## config.mk

```make
export PLATFORM = sky130hd
export DESIGN_NAME = line_pixel_generator_top_flat
export DESIGN_NICKNAME = d
export VERILOG_FILES = /design/src/sv/lpg_pkg.sv /design/src/sv/lpg_if.sv /design/src/sv/lpg_front.sv /design/src/sv/lpg_queue.sv /design/src/sv/lpg_back.sv /design/src/sv/line_pixel_generator_top.sv /design/src/flat_wrapper.sv
export SDC_FILE = /design/constraint.sdc
export NUM_CORES = 1
export LEC_CHECK = 0
export BUFFER_PORTS_ARGS = -buffer_cell sky130_fd_sc_hd__buf_2
export CAP_MARGIN = 20
export CORE_MARGIN = 2
export CORE_UTILIZATION = 43
export CTS_CLUSTER_SIZE = 28
export DETAILED_ROUTE_END_ITERATION = 6
export PLACE_DENSITY = 0.73
export SLEW_MARGIN = 20
export SYNTH_ARGS = -nofsm -noshare
export SYNTH_HDL_FRONTEND = slang
export SYNTH_SLANG_ARGS = --single-unit
```

## constraint.sdc

```tcl
create_clock -name clk -period 11.5 [get_ports clk]
set_input_delay 1.725 -clock clk [delete_from_list [all_inputs] [get_ports clk]]
set_output_delay 1.725 -clock clk [all_outputs]
set_load 0.01 [all_outputs]
```

## src/sv/lpg_pkg.sv

```systemverilog
// lpg_pkg: shared types and constants of the line pixel generator
// depends on nothing; used by the interfaces and every module
package lpg_pkg;

  localparam int CoordW  = 6;
  localparam int PaintW  = 32;
  localparam int ErrW    = CoordW + 3;
  localparam int QDepth  = 2;
  localparam int QPtrW   = 1;
  localparam int QCntW   = 2;

  typedef logic [CoordW-1:0] coord_t;
  typedef logic [PaintW-1:0] paint_t;

  // classified line command handed from front to back
  typedef struct packed {
    coord_t x0;
    coord_t y0;
    coord_t major;
    coord_t minor;
    logic   x_major;
    logic   x_neg;
    logic   y_neg;
    paint_t paint;
  } lpg_line_t;

  // queue status toward the front and back
  typedef struct packed {
    logic full;
    logic empty;
  } lpg_q_status_t;

endpackage

```

## src/sv/lpg_if.sv

```systemverilog
// lpg_cmd_if and lpg_pix_if: valid/ready channels of line requests and pixel writes
// depends on lpg_pkg
interface lpg_cmd_if;
  import lpg_pkg::*;
  logic   valid;
  logic   ready;
  coord_t start_x;
  coord_t start_y;
  coord_t end_x;
  coord_t end_y;
  paint_t paint_value;
  modport source (output valid, start_x, start_y, end_x, end_y, paint_value, input ready);
  modport sink   (input valid, start_x, start_y, end_x, end_y, paint_value, output ready);
endinterface

interface lpg_pix_if;
  import lpg_pkg::*;
  logic   valid;
  logic   ready;
  coord_t pixel_x;
  coord_t pixel_y;
  paint_t pixel_paint;
  logic   last_pixel;
  modport source (output valid, pixel_x, pixel_y, pixel_paint, last_pixel, input ready);
  modport sink   (input valid, pixel_x, pixel_y, pixel_paint, last_pixel, output ready);
endinterface

```

## src/sv/lpg_front.sv

```systemverilog
// lpg_front: accepts line requests and classifies them (deltas, major axis, directions)
// depends on lpg_pkg and lpg_cmd_if
module lpg_front #(
  parameter int COORD_BITS = 6
) (
  lpg_cmd_if.sink               in_cmd,
  input  lpg_pkg::lpg_q_status_t q_status,
  output logic                  push,
  output lpg_pkg::lpg_line_t    push_line
);
  import lpg_pkg::*;

  localparam coord_t CoordMask = coord_t'((1 << COORD_BITS) - 1);

  coord_t             ax, ay, bx, by;
  logic signed [CoordW:0] dx, dy;
  logic [CoordW:0]    adx_w, ady_w;
  coord_t             adx, ady;
  logic               x_major;

  always_comb begin
    ax = in_cmd.start_x & CoordMask;
    ay = in_cmd.start_y & CoordMask;
    bx = in_cmd.end_x & CoordMask;
    by = in_cmd.end_y & CoordMask;
    dx = $signed({1'b0, bx}) - $signed({1'b0, ax});
    dy = $signed({1'b0, by}) - $signed({1'b0, ay});
    adx_w = dx[CoordW] ? (CoordW+1)'(-dx) : (CoordW+1)'(dx);
    ady_w = dy[CoordW] ? (CoordW+1)'(-dy) : (CoordW+1)'(dy);
    adx = adx_w[CoordW-1:0];
    ady = ady_w[CoordW-1:0];
    x_major = (adx >= ady);

    push_line.x0      = ax;
    push_line.y0      = ay;
    push_line.major   = x_major ? adx : ady;
    push_line.minor   = x_major ? ady : adx;
    push_line.x_major = x_major;
    push_line.x_neg   = dx[CoordW];
    push_line.y_neg   = dy[CoordW];
    push_line.paint   = in_cmd.paint_value;
  end

  assign in_cmd.ready = !q_status.full;
  assign push         = in_cmd.valid && !q_status.full;

endmodule

```

## src/sv/lpg_queue.sv

```systemverilog
// lpg_queue: two-entry queue of classified line requests between front and back
// depends on lpg_pkg
module lpg_queue (
  input  logic                   clk,
  input  logic                   rst_n,
  input  logic                   push,
  input  lpg_pkg::lpg_line_t     push_line,
  input  logic                   pop,
  output lpg_pkg::lpg_line_t     pop_line,
  output lpg_pkg::lpg_q_status_t status
);
  import lpg_pkg::*;

  lpg_line_t         entry_r [QDepth];
  logic [QPtrW-1:0]  wr_ptr_r, wr_ptr_nxt;
  logic [QPtrW-1:0]  rd_ptr_r, rd_ptr_nxt;
  logic [QCntW-1:0]  cnt_r, cnt_nxt;
  logic              do_push, do_pop;

  always_comb begin
    status.full  = (cnt_r == QCntW'(QDepth));
    status.empty = (cnt_r == '0);
    do_push      = push && !status.full;
    do_pop       = pop && !status.empty;
    wr_ptr_nxt   = do_push ? wr_ptr_r + 1'b1 : wr_ptr_r;
    rd_ptr_nxt   = do_pop ? rd_ptr_r + 1'b1 : rd_ptr_r;
    cnt_nxt      = cnt_r + QCntW'(do_push) - QCntW'(do_pop);
  end

  assign pop_line = entry_r[rd_ptr_r];

  always_ff @(posedge clk) begin
    if (!rst_n) begin
      wr_ptr_r <= '0;
      rd_ptr_r <= '0;
      cnt_r    <= '0;
    end else begin
      wr_ptr_r <= wr_ptr_nxt;
      rd_ptr_r <= rd_ptr_nxt;
      cnt_r    <= cnt_nxt;
    end
  end

  always_ff @(posedge clk) begin
    if (do_push) begin
      entry_r[wr_ptr_r] <= push_line;
    end
  end

endmodule

```

## src/sv/lpg_back.sv

```systemverilog
// lpg_back: Bresenham stepper, one pixel per cycle unless the output stalls, into a registered output
// depends on lpg_pkg and lpg_pix_if
module lpg_back (
  input  logic                   clk,
  input  logic                   rst_n,
  input  lpg_pkg::lpg_q_status_t q_status,
  input  lpg_pkg::lpg_line_t     pop_line,
  output logic                   pop,
  lpg_pix_if.source              out_pix
);
  import lpg_pkg::*;

  logic                   active_r, active_nxt;
  coord_t                 x_r, y_r, cnt_r;
  coord_t                 major_r, minor_r;
  logic                   x_major_r, x_neg_r, y_neg_r;
  paint_t                 paint_r;
  logic signed [ErrW-1:0] err_r, err_nxt;
  logic                   out_valid_r, out_valid_nxt;
  coord_t                 out_x_r, out_y_r;
  paint_t                 out_paint_r;
  logic                   out_last_r;
  logic                   emit, last, err_pos, step_x, step_y;
  coord_t                 x_nxt, y_nxt;

  always_comb begin
    pop     = !active_r && !q_status.empty;
    emit    = active_r && (!out_valid_r || out_pix.ready);
    last    = (cnt_r == '0);
    err_pos = !err_r[ErrW-1] && (err_r != '0);
    step_x  = x_major_r || err_pos;
    step_y  = !x_major_r || err_pos;
    x_nxt   = step_x ? (x_neg_r ? x_r - 1'b1 : x_r + 1'b1) : x_r;
    y_nxt   = step_y ? (y_neg_r ? y_r - 1'b1 : y_r + 1'b1) : y_r;
    err_nxt = err_r + $signed({2'b00, minor_r, 1'b0})
            - (err_pos ? $signed({2'b00, major_r, 1'b0}) : $signed(ErrW'(0)));
    active_nxt = pop ? 1'b1 : (emit && last) ? 1'b0 : active_r;
    out_valid_nxt = emit ? 1'b1 : (out_pix.ready ? 1'b0 : out_valid_r);
  end

  always_ff @(posedge clk) begin
    if (!rst_n) begin
      active_r    <= 1'b0;
      out_valid_r <= 1'b0;
    end else begin
      active_r    <= active_nxt;
      out_valid_r <= out_valid_nxt;
    end
  end

  always_ff @(posedge clk) begin
    if (pop) begin
      x_r       <= pop_line.x0;
      y_r       <= pop_line.y0;
      cnt_r     <= pop_line.major;
      major_r   <= pop_line.major;
      minor_r   <= pop_line.minor;
      x_major_r <= pop_line.x_major;
      x_neg_r   <= pop_line.x_neg;
      y_neg_r   <= pop_line.y_neg;
      paint_r   <= pop_line.paint;
      err_r     <= $signed({2'b00, pop_line.minor, 1'b0})
                 - $signed({3'b000, pop_line.major});
    end else if (emit) begin
      x_r   <= x_nxt;
      y_r   <= y_nxt;
      cnt_r <= cnt_r - 1'b1;
      err_r <= err_nxt;
    end
    if (emit) begin
      out_x_r     <= x_r;
      out_y_r     <= y_r;
      out_paint_r <= paint_r;
      out_last_r  <= last;
    end
  end

  assign out_pix.valid       = out_valid_r;
  assign out_pix.pixel_x     = out_x_r;
  assign out_pix.pixel_y     = out_y_r;
  assign out_pix.pixel_paint = out_paint_r;
  assign out_pix.last_pixel  = out_last_r;

endmodule

```

## src/sv/line_pixel_generator_top.sv

```systemverilog
// line_pixel_generator_top: Bresenham line generator, line requests in, pixel writes out
// depends on lpg_pkg, lpg_if, lpg_front, lpg_queue and lpg_back
//
// A line request with endpoints (start_x,start_y), (end_x,end_y) and a paint
// value yields max(|dx|,|dy|)+1 pixel writes, from the first endpoint to the
// second, with last_pixel set on the second endpoint. Only the low COORD_BITS
// bits of each coordinate are used. The stepper in the back end makes one pixel
// per cycle while the pixel output is not stalled, and loads each request from
// the two-entry request queue once the previous line is done; up to two
// requests are accepted ahead while a line is being drawn.
module line_pixel_generator_top #(
  parameter int COORD_BITS = 6
) (
  input  logic      clk,
  input  logic      rst_n,
  lpg_cmd_if.sink   in_cmd,
  lpg_pix_if.source out_pix
);
  import lpg_pkg::*;

  lpg_q_status_t q_status;
  lpg_line_t     push_line, pop_line;
  logic          push, pop;

  lpg_front #(
    .COORD_BITS (COORD_BITS)
  ) u_front (
    .in_cmd    (in_cmd),
    .q_status  (q_status),
    .push      (push),
    .push_line (push_line)
  );

  lpg_queue u_queue (
    .clk       (clk),
    .rst_n     (rst_n),
    .push      (push),
    .push_line (push_line),
    .pop       (pop),
    .pop_line  (pop_line),
    .status    (q_status)
  );

  lpg_back u_back (
    .clk      (clk),
    .rst_n    (rst_n),
    .q_status (q_status),
    .pop_line (pop_line),
    .pop      (pop),
    .out_pix  (out_pix)
  );

endmodule
```

## src/flat_wrapper.sv

```systemverilog
// flat-port wrapper written by rule: the top's interface ports become plain ports
module line_pixel_generator_top_flat import lpg_pkg::*;
#(
  parameter int COORD_BITS = 6
)
  (clk, rst_n, in_cmd_valid, in_cmd_start_x, in_cmd_start_y, in_cmd_end_x, in_cmd_end_y, in_cmd_paint_value, in_cmd_ready, out_pix_valid, out_pix_pixel_x, out_pix_pixel_y, out_pix_pixel_paint, out_pix_last_pixel, out_pix_ready);
  lpg_cmd_if in_cmd_i ();
  lpg_pix_if out_pix_i ();
  input  logic clk;
  input  logic rst_n;
  input wire logic [$bits(in_cmd_i.valid)-1:0] in_cmd_valid;
  input wire logic [$bits(in_cmd_i.start_x)-1:0] in_cmd_start_x;
  input wire logic [$bits(in_cmd_i.start_y)-1:0] in_cmd_start_y;
  input wire logic [$bits(in_cmd_i.end_x)-1:0] in_cmd_end_x;
  input wire logic [$bits(in_cmd_i.end_y)-1:0] in_cmd_end_y;
  input wire logic [$bits(in_cmd_i.paint_value)-1:0] in_cmd_paint_value;
  output wire logic [$bits(in_cmd_i.ready)-1:0] in_cmd_ready;
  output wire logic [$bits(out_pix_i.valid)-1:0] out_pix_valid;
  output wire logic [$bits(out_pix_i.pixel_x)-1:0] out_pix_pixel_x;
  output wire logic [$bits(out_pix_i.pixel_y)-1:0] out_pix_pixel_y;
  output wire logic [$bits(out_pix_i.pixel_paint)-1:0] out_pix_pixel_paint;
  output wire logic [$bits(out_pix_i.last_pixel)-1:0] out_pix_last_pixel;
  input wire logic [$bits(out_pix_i.ready)-1:0] out_pix_ready;
  assign in_cmd_i.valid = in_cmd_valid;
  assign in_cmd_i.start_x = in_cmd_start_x;
  assign in_cmd_i.start_y = in_cmd_start_y;
  assign in_cmd_i.end_x = in_cmd_end_x;
  assign in_cmd_i.end_y = in_cmd_end_y;
  assign in_cmd_i.paint_value = in_cmd_paint_value;
  assign in_cmd_ready = in_cmd_i.ready;
  assign out_pix_valid = out_pix_i.valid;
  assign out_pix_pixel_x = out_pix_i.pixel_x;
  assign out_pix_pixel_y = out_pix_i.pixel_y;
  assign out_pix_pixel_paint = out_pix_i.pixel_paint;
  assign out_pix_last_pixel = out_pix_i.last_pixel;
  assign out_pix_i.ready = out_pix_ready;
  line_pixel_generator_top #(.COORD_BITS(COORD_BITS)) u_core (.clk(clk), .rst_n(rst_n), .in_cmd(in_cmd_i), .out_pix(out_pix_i));
endmodule
```

==> results of run 1 <==
-- cells by family (layout without fill, tap and decap cells) --
logic type               Yosys count  after routing  share of synthesized area (%)
multiplexers                      66             66                           6.74
XOR/XNOR                          41             41                           3.59
flip-flops                       244            244                           68.3
buffers and inverters             90            231                           3.25
AND/OR/NAND/NOR                  102            102                           4.88
adder cells (fa/ha/maj)           55             55                           7.32
AO/OA/AOI/OAI                     96             96                           5.92
-- power breakdown --
group / leakage, uW / total [uW] / internal (uW) / switching (uW)
sequential: 0.00228 / 1480 / 1390 / 89.1
clock: 0.000405 / 801 / 485 / 316
combinational: 0.00208 / 1350 / 556 / 792
-- final cells by class --
cell class / count / area share (%)
sequential: 244 / 58.7
multi-input combinational: 360 / 24.5
clock buffer: 26 / 5.09
timing repair buffer: 111 / 4.59
tap: 324 / 3.28
inverter: 76 / 2.31
clock inverter: 18 / 1.53
-- sequential cells by signal, summed over array words and instances, names as in the netlist, named ones only --
| register | count |
|---|---|
| u_core.u_back.cnt_r | 6 |
| u_core.u_back.paint_r | 32 |
| u_core.u_queue.rd_ptr_r | 1 |
| u_core.u_queue.wr_ptr_r | 1 |
| u_core.u_back.x_neg_r | 1 |
| u_core.u_back.out_pix.last_pixel | 1 |
| u_core.u_back.out_pix.pixel_x | 6 |
| u_core.u_back.x_r | 6 |
| u_core.u_back.out_pix.pixel_y | 6 |
| u_core.u_queue.entry_r | 118 |
| u_core.u_back.out_pix.valid | 1 |
| u_core.u_queue.cnt_r | 2 |
| u_core.u_back.major_r | 6 |
| u_core.u_back.y_neg_r | 1 |
| u_core.u_back.err_r | 9 |
| u_core.u_back.x_major_r | 1 |
| u_core.u_back.active_r | 1 |
| u_core.u_back.y_r | 6 |
| u_core.u_back.out_pix.pixel_paint | 32 |
| u_core.u_back.minor_r | 6 |
-- metrics by stage --
| step | util [%] | instances | setup slack (ns) |
|---|---|---|---|
| after floorplan | - | 694 | 6.71 |
| after global placement | 47.5 | 1115 | 6.61 |
| after detailed placement | 47.5 | 1115 | 6.53 |
| final | 50.9 | 1159 | 7.02 |
| after CTS | 50.9 | 1159 | 7.05 |
| after global routing | 50.9 | 1159 | 6.71 |
-- worst max-delay path by stage --
stage,startpoint,endpoint,depth (start not counted)
floorplan,in_cmd_end_x[0],u_core.u_queue.entry_r[0][45],15
global placement,in_cmd_start_x[0],u_core.u_queue.entry_r[0][39],15
detailed placement,in_cmd_start_x[0],u_core.u_queue.entry_r[0][42],15
CTS,in_cmd_start_x[0],u_core.u_queue.entry_r[0][39],15
global route,in_cmd_start_x[0],u_core.u_queue.entry_r[0][39],15
finish,in_cmd_start_x[0],u_core.u_queue.entry_r[0][39],15
-- routing by layer --
layer	share of wire (%)	global-route usage, %
met4	1.8	3.65
met5	0	0
met1	47	21.0
met2	46	22.6
met3	5.2	2.29
-- synth_stat cells (all sizes together) (4+ instances only) --
cell / number
xor2: 20
edfxtp: 237
inv: 76
nor2: 26
a211oi: 6
a21o: 7
and2: 11
nor2b: 12
dfxtp: 7
buf: 10
a21oi: 36
clkbuf: 4
or2: 4
o21ai: 24
nand2: 21
fa: 12
mux2i: 22
nand2b: 8
nor3: 6
ha: 43
nand3: 4
mux2: 44
xnor2: 21
==> flow_summary.ini, run 1 <==
[worst_hold_path]
min_from = u_core.u_back.paint_r[13]
hold_path.class = flop to flop
holdPathStages = 0
min_delay_worst_endpoint = u_core.u_back.out_pix.pixel_paint[13]

[flow_run]
cap_violations = 0

[worst_setup_path]
cpMostUsedCell = ha_1
crit_type = input port to flop
rr_worst_depth = 12
regToRegStartpoint = u_core.u_back.err_r[7]
required_ns = 11.72
critPathMaxStageDelay_ns = 0.40
start_kind = input port
r2r_end = u_core.u_back.err_r[8]
critical_path.cell_chain = buf_2 -> ha_1 -> fa_1 -> nand2b_1 -> a21oi_1 -> a31oi_1 -> nor2b_1 -> xor2_1 -> inv_1 -> ha_1 -> o21a_1 -> o211ai_1 -> o21ai_1 -> buf_4 -> mux2i_1
cp.buffers_inverters = 3
crit_fanout = 15
cp_top_family = compound AO/OA/AOI/OAI gates
worst_setup_path_end_kind = flop
critPathArrivalTime_ns = 4.70
crit_slowest_cell = fa_1
r2r_slack_ns = 7.99

[clock_network]
cts.sinks = 244
cts_made_buffers = 25
clock_latency_ns = 0.52
cts_htree_levels = 1
cts.reportedPaths.clkPinSlew_ns = 0.06
cts_hold_buffers = 0
cts.repair.resized = 0
post-cts-setup-buffer-count = 0
cts_root_buf = clkbuf_16
clockBufferDepth = 3
cts_tree = yes

[placement]
place_hpwl_um = 12400
globalplace.congestion = 0.818
port_buffers = 106
post_dp_cell_area_mm2 = 0.0115

[routing]
wl_um = 18600
drc_errors = 0
ant_nets = 0
drt_iter0_markers = 325
num_vias = 5728
wire_per_inst_um = 16.0
drt_first_pass_iters = 5
viasPerCell = 4.94

[floorplanning]
dieWidth_um = 161
rows = 57
start_util_pct = 43.7
die_h_um = 161
io_pins = 107
die_area_mm2 = 0.0260
coreArea_mm2 = 0.0243

[synth]
post-synth-top-area-cell = edfxtp_1
synth_area_leaders = edfxtp_1 (67%), ha_1 (5.1%), mux2_2 (4.7%)
synth-seq-cells = 244
avgSynthCellArea_um2 = 15.3
netlist_area_mm2 = 0.0106
synth_enable_flop_cells = 237
syn-instance-count = 694
yosys_warnings = 0
synth-seq-area-share_pct = 68.3
synthArstFlopShare_pct = 0
ys.flop_type = edfxtp_1
synth_nets = 809
synth.distinct_cells = 53
synth_top_cell_area_share_pct = 67.0

[layout]
syn_to_final_growth_pct = 16.4
multi_input_area_mm2 = 0.00303
layout.nets = 933
most-common-layout-cells = edfxtp_1 (237), buf_2 (106), inv_1 (74)
fillers = 2011
antenna_cells = 0
ff_latch_area_mm2 = 0.00726
mostFrequentLayoutCell = edfxtp_1
layout-drive-gt1-share_pct = 24.7
fin_area_mm2 = 0.0124

[pwr]
ir_drop_mv = 0.149
p_leak_uw = 0.00477
powerDensity_mw_per_mm2 = 293
power_uw = 3630

[outcome]
status = completed

[timing]
rsz0062_at_grt = no
skew_ns = 0.0322
slew_viol_final = 0
setup_viol = 0
tightest_slew_ns = 1.02
fin_tns_setup_ns = 0
max_freq_mhz = 223
maxSlewHeadroom_pct = 32.1
timing.final.crit_share_pct = 39.0
holdWs_ns = 0.403
period_minus_slack_ns = 4.48
hold_viol_final = 0

[global_routing]
grt_pass1_wl_um = 29800
first_global_vias = 5670
antenna_found_initial = 0
grt_use_total_pct = 14.4
grt_max_degree = 66
grt_overflow = 0
No activity file was read; power rests on OpenSTA's default activity.
==> inputs of run 2 (changes only) <==
==> constraint.sdc (replaced) <==
create_clock -name clk -period 4.21 [get_ports clk]
set_input_delay 0.6315 -clock clk [delete_from_list [all_inputs] [get_ports clk]]
set_output_delay 0.6315 -clock clk [all_outputs]
set_load 0.01 [all_outputs]
==> flow_summary.ini, run 2 (same netlist as run 1, synthesis figures left out) <==
[outcome]
status = completed

[timing]
maxSlewHeadroom_pct = 29.1
timing.final.crit_share_pct = 80.3
setup_viol = 0
period_minus_slack_ns = 3.38
hold_viol_final = 0
slew_viol_final = 0
skew_ns = 0.0136
rsz0062_at_grt = no
tightest_slew_ns = 1.05
max_freq_mhz = 296
holdWs_ns = 0.310
fin_tns_setup_ns = 0

[clock_network]
cts_htree_levels = 1
cts.repair.resized = 0
cts.reportedPaths.clkPinSlew_ns = 0.06
cts.sinks = 244
clockBufferDepth = 3
clock_latency_ns = 0.51
cts_root_buf = clkbuf_16
cts_hold_buffers = 0
cts_tree = yes
post-cts-setup-buffer-count = 0
cts_made_buffers = 24

[routing]
viasPerCell = 4.92
drc_errors = 0
wl_met1_um = 8820
ant_nets = 0
drt_iter0_markers = 345
wire_per_inst_um = 16.0
drt_first_pass_iters = 7
num_vias = 5721
route.met3.wl_um = 797
maxUsedRoutingLayer = met4
wl_met2_um = 8680
wl_um = 18600

[worst_setup_path]
worst_setup_path_end_kind = flop
r2r_slack_ns = 0.83
rr_worst_depth = 12
cp-startpoint = u_core.u_back.err_r[1]
start_kind = flop
regToRegStartpoint = u_core.u_back.err_r[1]
crit_fanout = 8
critPathArrivalTime_ns = 3.61
r2r_end = u_core.u_back.err_r[7]
crit_type = flop to flop
required_ns = 4.44
worstSetupEndpoint = u_core.u_back.err_r[7]

[layout]
fin_util_pct = 50.7
mostFrequentLayoutCell = edfxtp_1
fin_cells = 1162
layout-drive-gt1-share_pct = 24.7
most-common-layout-cells = edfxtp_1 (237), buf_2 (106), inv_1 (74)
syn_to_final_growth_pct = 16.1
antenna_cells = 0
layout.nets = 935
fillers = 2004
top_register = u_core.u_queue.entry_r
largest_register_ffs = 118

[pwr]
p_leak_uw = 0.00475
powerDensity_mw_per_mm2 = 790
power_uw = 9750
ir_drop_mv = 0.397

[global_routing]
grt_max_degree = 65
grt_pass1_wl_um = 29600
first_global_vias = 5732
antenna_found_initial = 0
grt_overflow = 0
grt_use_total_pct = 14.3

[placement]
globalplace.congestion = 0.790
port_buffers = 106
dp.cells = 1118
place_hpwl_um = 12900

[floorplanning]
die_area_mm2 = 0.0260
dieWidth_um = 161
die_h_um = 161
start_util_pct = 43.7
coreArea_mm2 = 0.0243
rows = 57
io_pins = 107

[flow_run]
cap_violations = 0

[worst_hold_path]
hold_path.class = input port to flop
[run 2: worst min-delay path by stage]
| stage | from | end | slack, ns | cells past startpoint |
|---|---|---|---|---|
| final | in_cmd_paint_value[9] | u_core.u_queue.entry_r[0][9] | 0.31 | 1 |
| after detailed placement | u_core.u_back.paint_r[23] | u_core.u_back.out_pix.pixel_paint[23] | 0.40 | 0 |
| after CTS | in_cmd_paint_value[9] | u_core.u_queue.entry_r[0][9] | 0.30 | 1 |
| after floorplan | u_core.u_back.paint_r[0] | u_core.u_back.out_pix.pixel_paint[0] | 0.40 | 0 |
| after global placement | u_core.u_back.paint_r[2] | u_core.u_back.out_pix.pixel_paint[2] | 0.40 | 0 |
| after global routing | in_cmd_paint_value[15] | u_core.u_queue.entry_r[1][15] | 0.30 | 1 |
[run 2: critical path, stage by stage (launching register included)]
cell      delay, ns
edfxtp_1       0.40
nor4_1         0.34
a21oi_1        0.23
and2_1         0.23
fa_1           0.48
inv_1          0.07
fa_1           0.46
a21o_1         0.17
a21oi_1        0.22
o21bai_1       0.10
a21oi_1        0.17
xor2_1         0.15
o21ai_0        0.08
[run 2: area by class of cell]
type | count | area [um2] | area share, %
timing repair buffer | 114 | 591 | 4.79
sequential | 244 | 7260 | 58.8
clock inverter | 15 | 124 | 1.00
multi-input combinational | 360 | 3030 | 24.6
clock buffer | 29 | 641 | 5.19
inverter | 76 | 285 | 2.31
tap | 324 | 405 | 3.29
[run 2: per-stage QoR]
stage / worst slack (ns) / area (um2)
floorplan: 0.515 / 10600
global placement: 0.417 / 11600
detailed placement: 0.330 / 11600
CTS: 0.794 / 12300
global route: 0.430 / 12300
finish: 0.827 / 12300
[run 2: layer usage]
metal  vias to the layer above  track usage [%]
met5                         -                0
met4                         0             3.41
met3                        32             2.16
met2                       138             23.2
met1                      2770             20.4
li1                       2781                -
[run 2: report_power, final]
part | leakage (uW) | total, uW | switching, uW | internal [uW]
combinational | 0.00209 | 3640 | 2120 | 1520
clock | 0.000374 | 2050 | 845 | 1200
sequential | 0.00228 | 4060 | 262 | 3800
total | 0.00475 | 9750 | 3230 | 6520
